### config.mk
export PLATFORM = sky130hd
export DESIGN_NAME = fjb_cq
export DESIGN_NICKNAME = d
export VERILOG_FILES = /design/src/sv/fjb_pkg.sv /design/src/sv/fjb_cq.sv
export SDC_FILE = /design/constraint.sdc
export NUM_CORES = 2
export LEC_CHECK = 0
export BUFFER_PORTS_ARGS = -buffer_cell sky130_fd_sc_hd__buf_2
export CORE_MARGIN = 2
export CORE_UTILIZATION = 25
export DETAILED_ROUTE_END_ITERATION = 10
export GPL_ROUTABILITY_DRIVEN = 1
export GPL_TIMING_DRIVEN = 0
export PLACE_DENSITY_LB_ADDON = 0.12
export SYNTH_ARGS = -nofsm -noshare
export SYNTH_HDL_FRONTEND = slang
export SYNTH_SLANG_ARGS = --single-unit
### constraint.sdc
create_clock -name clk -period 35 [get_ports clk]
set_input_delay 1.75 -clock clk [delete_from_list [all_inputs] [get_ports clk]]
set_output_delay 1.75 -clock clk [all_outputs]
set_load 0.1 [all_outputs]
### src/sv/fjb_pkg.sv
// Shared types, constants and helpers of the two-stream frame join barrier.
package fjb_pkg;

	localparam int TABLE_DEPTH  = 8;
	localparam int SLOTS        = TABLE_DEPTH + 1;
	localparam int IDX_W        = $clog2(SLOTS);
	localparam int CNT_W        = 4;
	localparam int HANDLE_WIDTH = 32;
	localparam int QDEPTH       = TABLE_DEPTH;
	localparam int QA_W         = $clog2(QDEPTH);

	localparam logic KIND_BEGIN  = 1'b0;
	localparam logic KIND_FINISH = 1'b1;

	localparam logic REC_STATUS = 1'b0;
	localparam logic REC_FRAME  = 1'b1;

	localparam int C_DUP  = 0;
	localparam int C_REGR = 1;
	localparam int C_INC  = 2;
	localparam int C_LATE = 3;

	localparam logic REG_MAX_PENDING = 1'b0;

	typedef enum logic [2:0] {
		ST_ACCEPTED = 3'd0,
		ST_DUP      = 3'd1,
		ST_REGR     = 3'd2,
		ST_RETIRED  = 3'd3,
		ST_OVERFLOW = 3'd4,
		ST_FIN_OK   = 3'd5,
		ST_LATE     = 3'd6
	} status_t;

	typedef enum logic [3:0] {
		S_IDLE, S_CHECK, S_RSCAN, S_ALLOC, S_DSCAN, S_DPOP,
		S_LSCAN, S_LACT, S_FSCAN, S_FACT, S_EMIT
	} fsm_t;

	typedef struct packed {
		logic        kind;
		logic        side;
		logic [63:0] stamp;
		logic [31:0] payload;
	} in_item_t;

	typedef struct packed {
		logic        record_type;
		logic [2:0]  status;
		logic [63:0] frame_stamp;
		logic [31:0] points_handle;
		logic [31:0] detections_handle;
		logic [31:0] completion_seq;
		logic [3:0]  pending_count;
		logic [31:0] duplicate_drops;
		logic [31:0] regressive_drops;
		logic [31:0] incomplete_drops;
		logic [31:0] late_drops;
		logic        last;
	} out_item_t;

	function automatic logic [31:0] sat_inc(input logic [31:0] c);
		return (c == 32'hFFFF_FFFF) ? c : c + 32'd1;
	endfunction

endpackage

### src/sv/fjb_cq.sv
// Completion queue: holds finished frames until the status item has gone out.
module fjb_cq (
	input  logic                      clk,
	input  logic                      wr_en,
	input  logic [fjb_pkg::QA_W-1:0]  wr_addr,
	input  fjb_pkg::out_item_t        wr_data,
	input  logic [fjb_pkg::QA_W-1:0]  rd_addr,
	output fjb_pkg::out_item_t        rd_data
);
	import fjb_pkg::*;

	out_item_t mem [QDEPTH];

	always_ff @(posedge clk) begin
		if (wr_en) begin
			mem[wr_addr] <= wr_data;
		end
	end

	always_ff @(posedge clk) begin
		rd_data <= mem[rd_addr];
	end

endmodule

==> flow_summary.toml <==
[power_and_ir_drop]
p_seq_frac = 0.487
p_sw_uw = 1840
pwr_density_cell_nw_per_um2 = 63.3
sw_frac_of_total = 0.246
vdd_ir_drop_max_mv = 0.0375
leakagePower_uw = 0.0384
power_frac_comb = 0.090
p_int_uw = 5630
pwr-share-clk = 0.423

[global_route]
grt_pass1_vias = 45700
grt_start_max_net_pins = 23
antenna_found_initial = 134
grt_usage = 0.134
grt_pass1_wl_mm = 368
grt_overflow = 0

[setup_path]
r2r-start = "mem[5][209]"
cp-start-kind = "input pin"
cp-end-kind = "register"
r2r-end = "rd_data[209]"
ff2ff_path_depth = 2
crit_start = "wr_en"
path_class = "in2reg"
arrival_ns = 4.42
worstPathMaxFanout = 8
rrSetupSlack_ns = 33.72
critPathRequiredTime_ns = 35.60
cp-endpoint = "mem[4][146]"

[detailed_routing]
first_pass_iters = 5
vias = 42800
wl_met1_mm = 111
highest_layer = "met5"
wl_met2_mm = 129
drtAntennaViolNets = 0
met3_length_mm = 15.7
vias_per_cell = 4.21
routedWlPerCell_um = 25.9
drc = 0
wl_mm = 263
drtIter0Drc = 2666

[timing]
finClkSkew_ns = 0.0377
timing.final.crit_period_ns = 3.82
finalHoldViolCount = 0
setup_violations = 0
rsz0062_at_grt = "false"
setup-tns-final_ns = 0
period_share = 0.109
drv_slew = 0
relSlewSlack = 0.306
tightest_slew_ns = 1.04
max_freq_ghz = 0.261

[final_layout]
drive_gt1_frac = 0.435
nets = 5164
synthToLayoutAreaGrowth_pct = 23.9
layout_common_cells = "edfxtp_1, buf_2, mux4_2"
final_util = 0.311
fin_cells = 10200
layout_commonest_cell = "edfxtp_1"

[run_status]
status = "finished, final reports clean"

[synth]
synth-xor-area-share = 0
ys_warn_count = 0
synth_top_family_by_area = "multiplexers"
synthAdderAreaFrac = 0
synth_area_leaders = "edfxtp_1, mux4_2, dfxtp_1"
synthFlopType = "edfxtp_1"
syn-num-nets = 4047
yosysSeqAreaShare = 0.812
synth_cell_types = 13
synth_compound_area_frac = 0
yosys.area.top_type = "edfxtp_1"
synth_edf_count = 2376
avgSynthCellArea_um2 = 25.4
ys_ff_latch = 2673
syn_inst = 3742
synthMuxAreaShare = 0.176
synth.top_cell.area_share = 0.749
netlist_area_um2 = 95200
async_flop_share = 0
yosys.area_share.simple = 0.000618

[clock_network]
clockRootBuffer = "clkbuf_16"
clk_pin_slew_ns = 0.06
cts_buffers = 314
clockBufferDepth = 4
cts_hold_buf = 0
h-tree-depth = 5
cts_resized = 0
cts_sinks = 2673
tritoncts = "done"
cts_setup_buffers = 0
clock_latency_ns = 0.90

[floorplan]
fp.dieArea_um2 = 386000
start_util = 0.251
core_area_um2 = 379000
die_height_um = 621
die_w_um = 621
rows = 226
ioPinCount = 602

[worst_hold_path]
hp-class = "reg2reg"

[run]
cap_violations = 0

[placement]
gp_congestion = 0.663
io_buffers = 598
dp_cells = 9559
post-dp-hpwl_mm = 174
## cell families after synthesis
kind of cell | after synthesis
buf+inv | 165
flops | 2673
mux | 891
simple gates | 13
## layer usage
layer  GRT usage  vias up
met5           0        -
met4      0.0362       54
li1            -    18200
met1       0.170    22900
met3      0.0337      511
met2       0.226     1123
## how the worst min path moves through the flow
stage	from	slack [ns]	to	cells after the start
after floorplan	mem[6][0]	0.66	rd_data[0]	2
after global placement	mem[6][186]	0.67	rd_data[186]	2
after detailed placement	mem[6][159]	0.67	rd_data[159]	2
after CTS	mem[4][32]	0.67	rd_data[32]	2
after global routing	mem[5][119]	0.68	rd_data[119]	2
final	mem[4][81]	0.67	rd_data[81]	2
## registers in the layout, indices dropped and copies added, names as in the netlist
signal / flops
rd_data: 297
mem: 2376
## final cells by class
type	count	area [um2]
multi-input combinational	904	16800
antenna	38	95.1
fill	36500	261000
sequential	2673	77300
tap	5016	6280
buffer	165	1130
clock inverter	124	1080
timing repair buffer	801	6350
clock buffer	449	8860
## metrics by stage
step | area (um2) | total power, uW | setup slack [ns] | hold slack [ns]
after floorplan | 95200 | 4190 | 11.55 | 0.657
after global placement | 104000 | 4440 | -19.68 | 0.667
after CTS | 118000 | 7610 | 31.19 | 0.667
final | 118000 | 7460 | 31.18 | 0.669
after detailed placement | 108000 | 4390 | 30.18 | 0.667
after global routing | 118000 | 7740 | 31.07 | 0.676
## critical path: stages
cell     delay (ns)
buf_2          0.09
nand2_1        0.21
nor3_2         0.70
buf_6          0.25
buf_6          0.18
buf_6          0.17
buf_6          0.18
buf_6          0.17
buf_6          0.18
buf_6          0.16
buf_6          0.17
buf_6          0.18
## synthesized netlist by cell type (2+ instances only)
master and count:
clkbuf_1 35, mux2_2 297, nand2_1 2, nand2b_1 3, mux4_2 594, edfxtp_1 2376, buf_6 62, nor2_1 6
buf_2 27, nor3_1 2, buf_1 40, dfxtp_1 297
## power groups by stage
stage                     sequential (uW)  clock [uW]  combinational, uW
after floorplan                      4000           0                188
after global placement               3780           0                662
after detailed placement             3700           0                687
after CTS                            3640        3280                689
after global routing                 3650        3390                705
final                                3640        3160                668
Power figures use the tool's default switching activity.
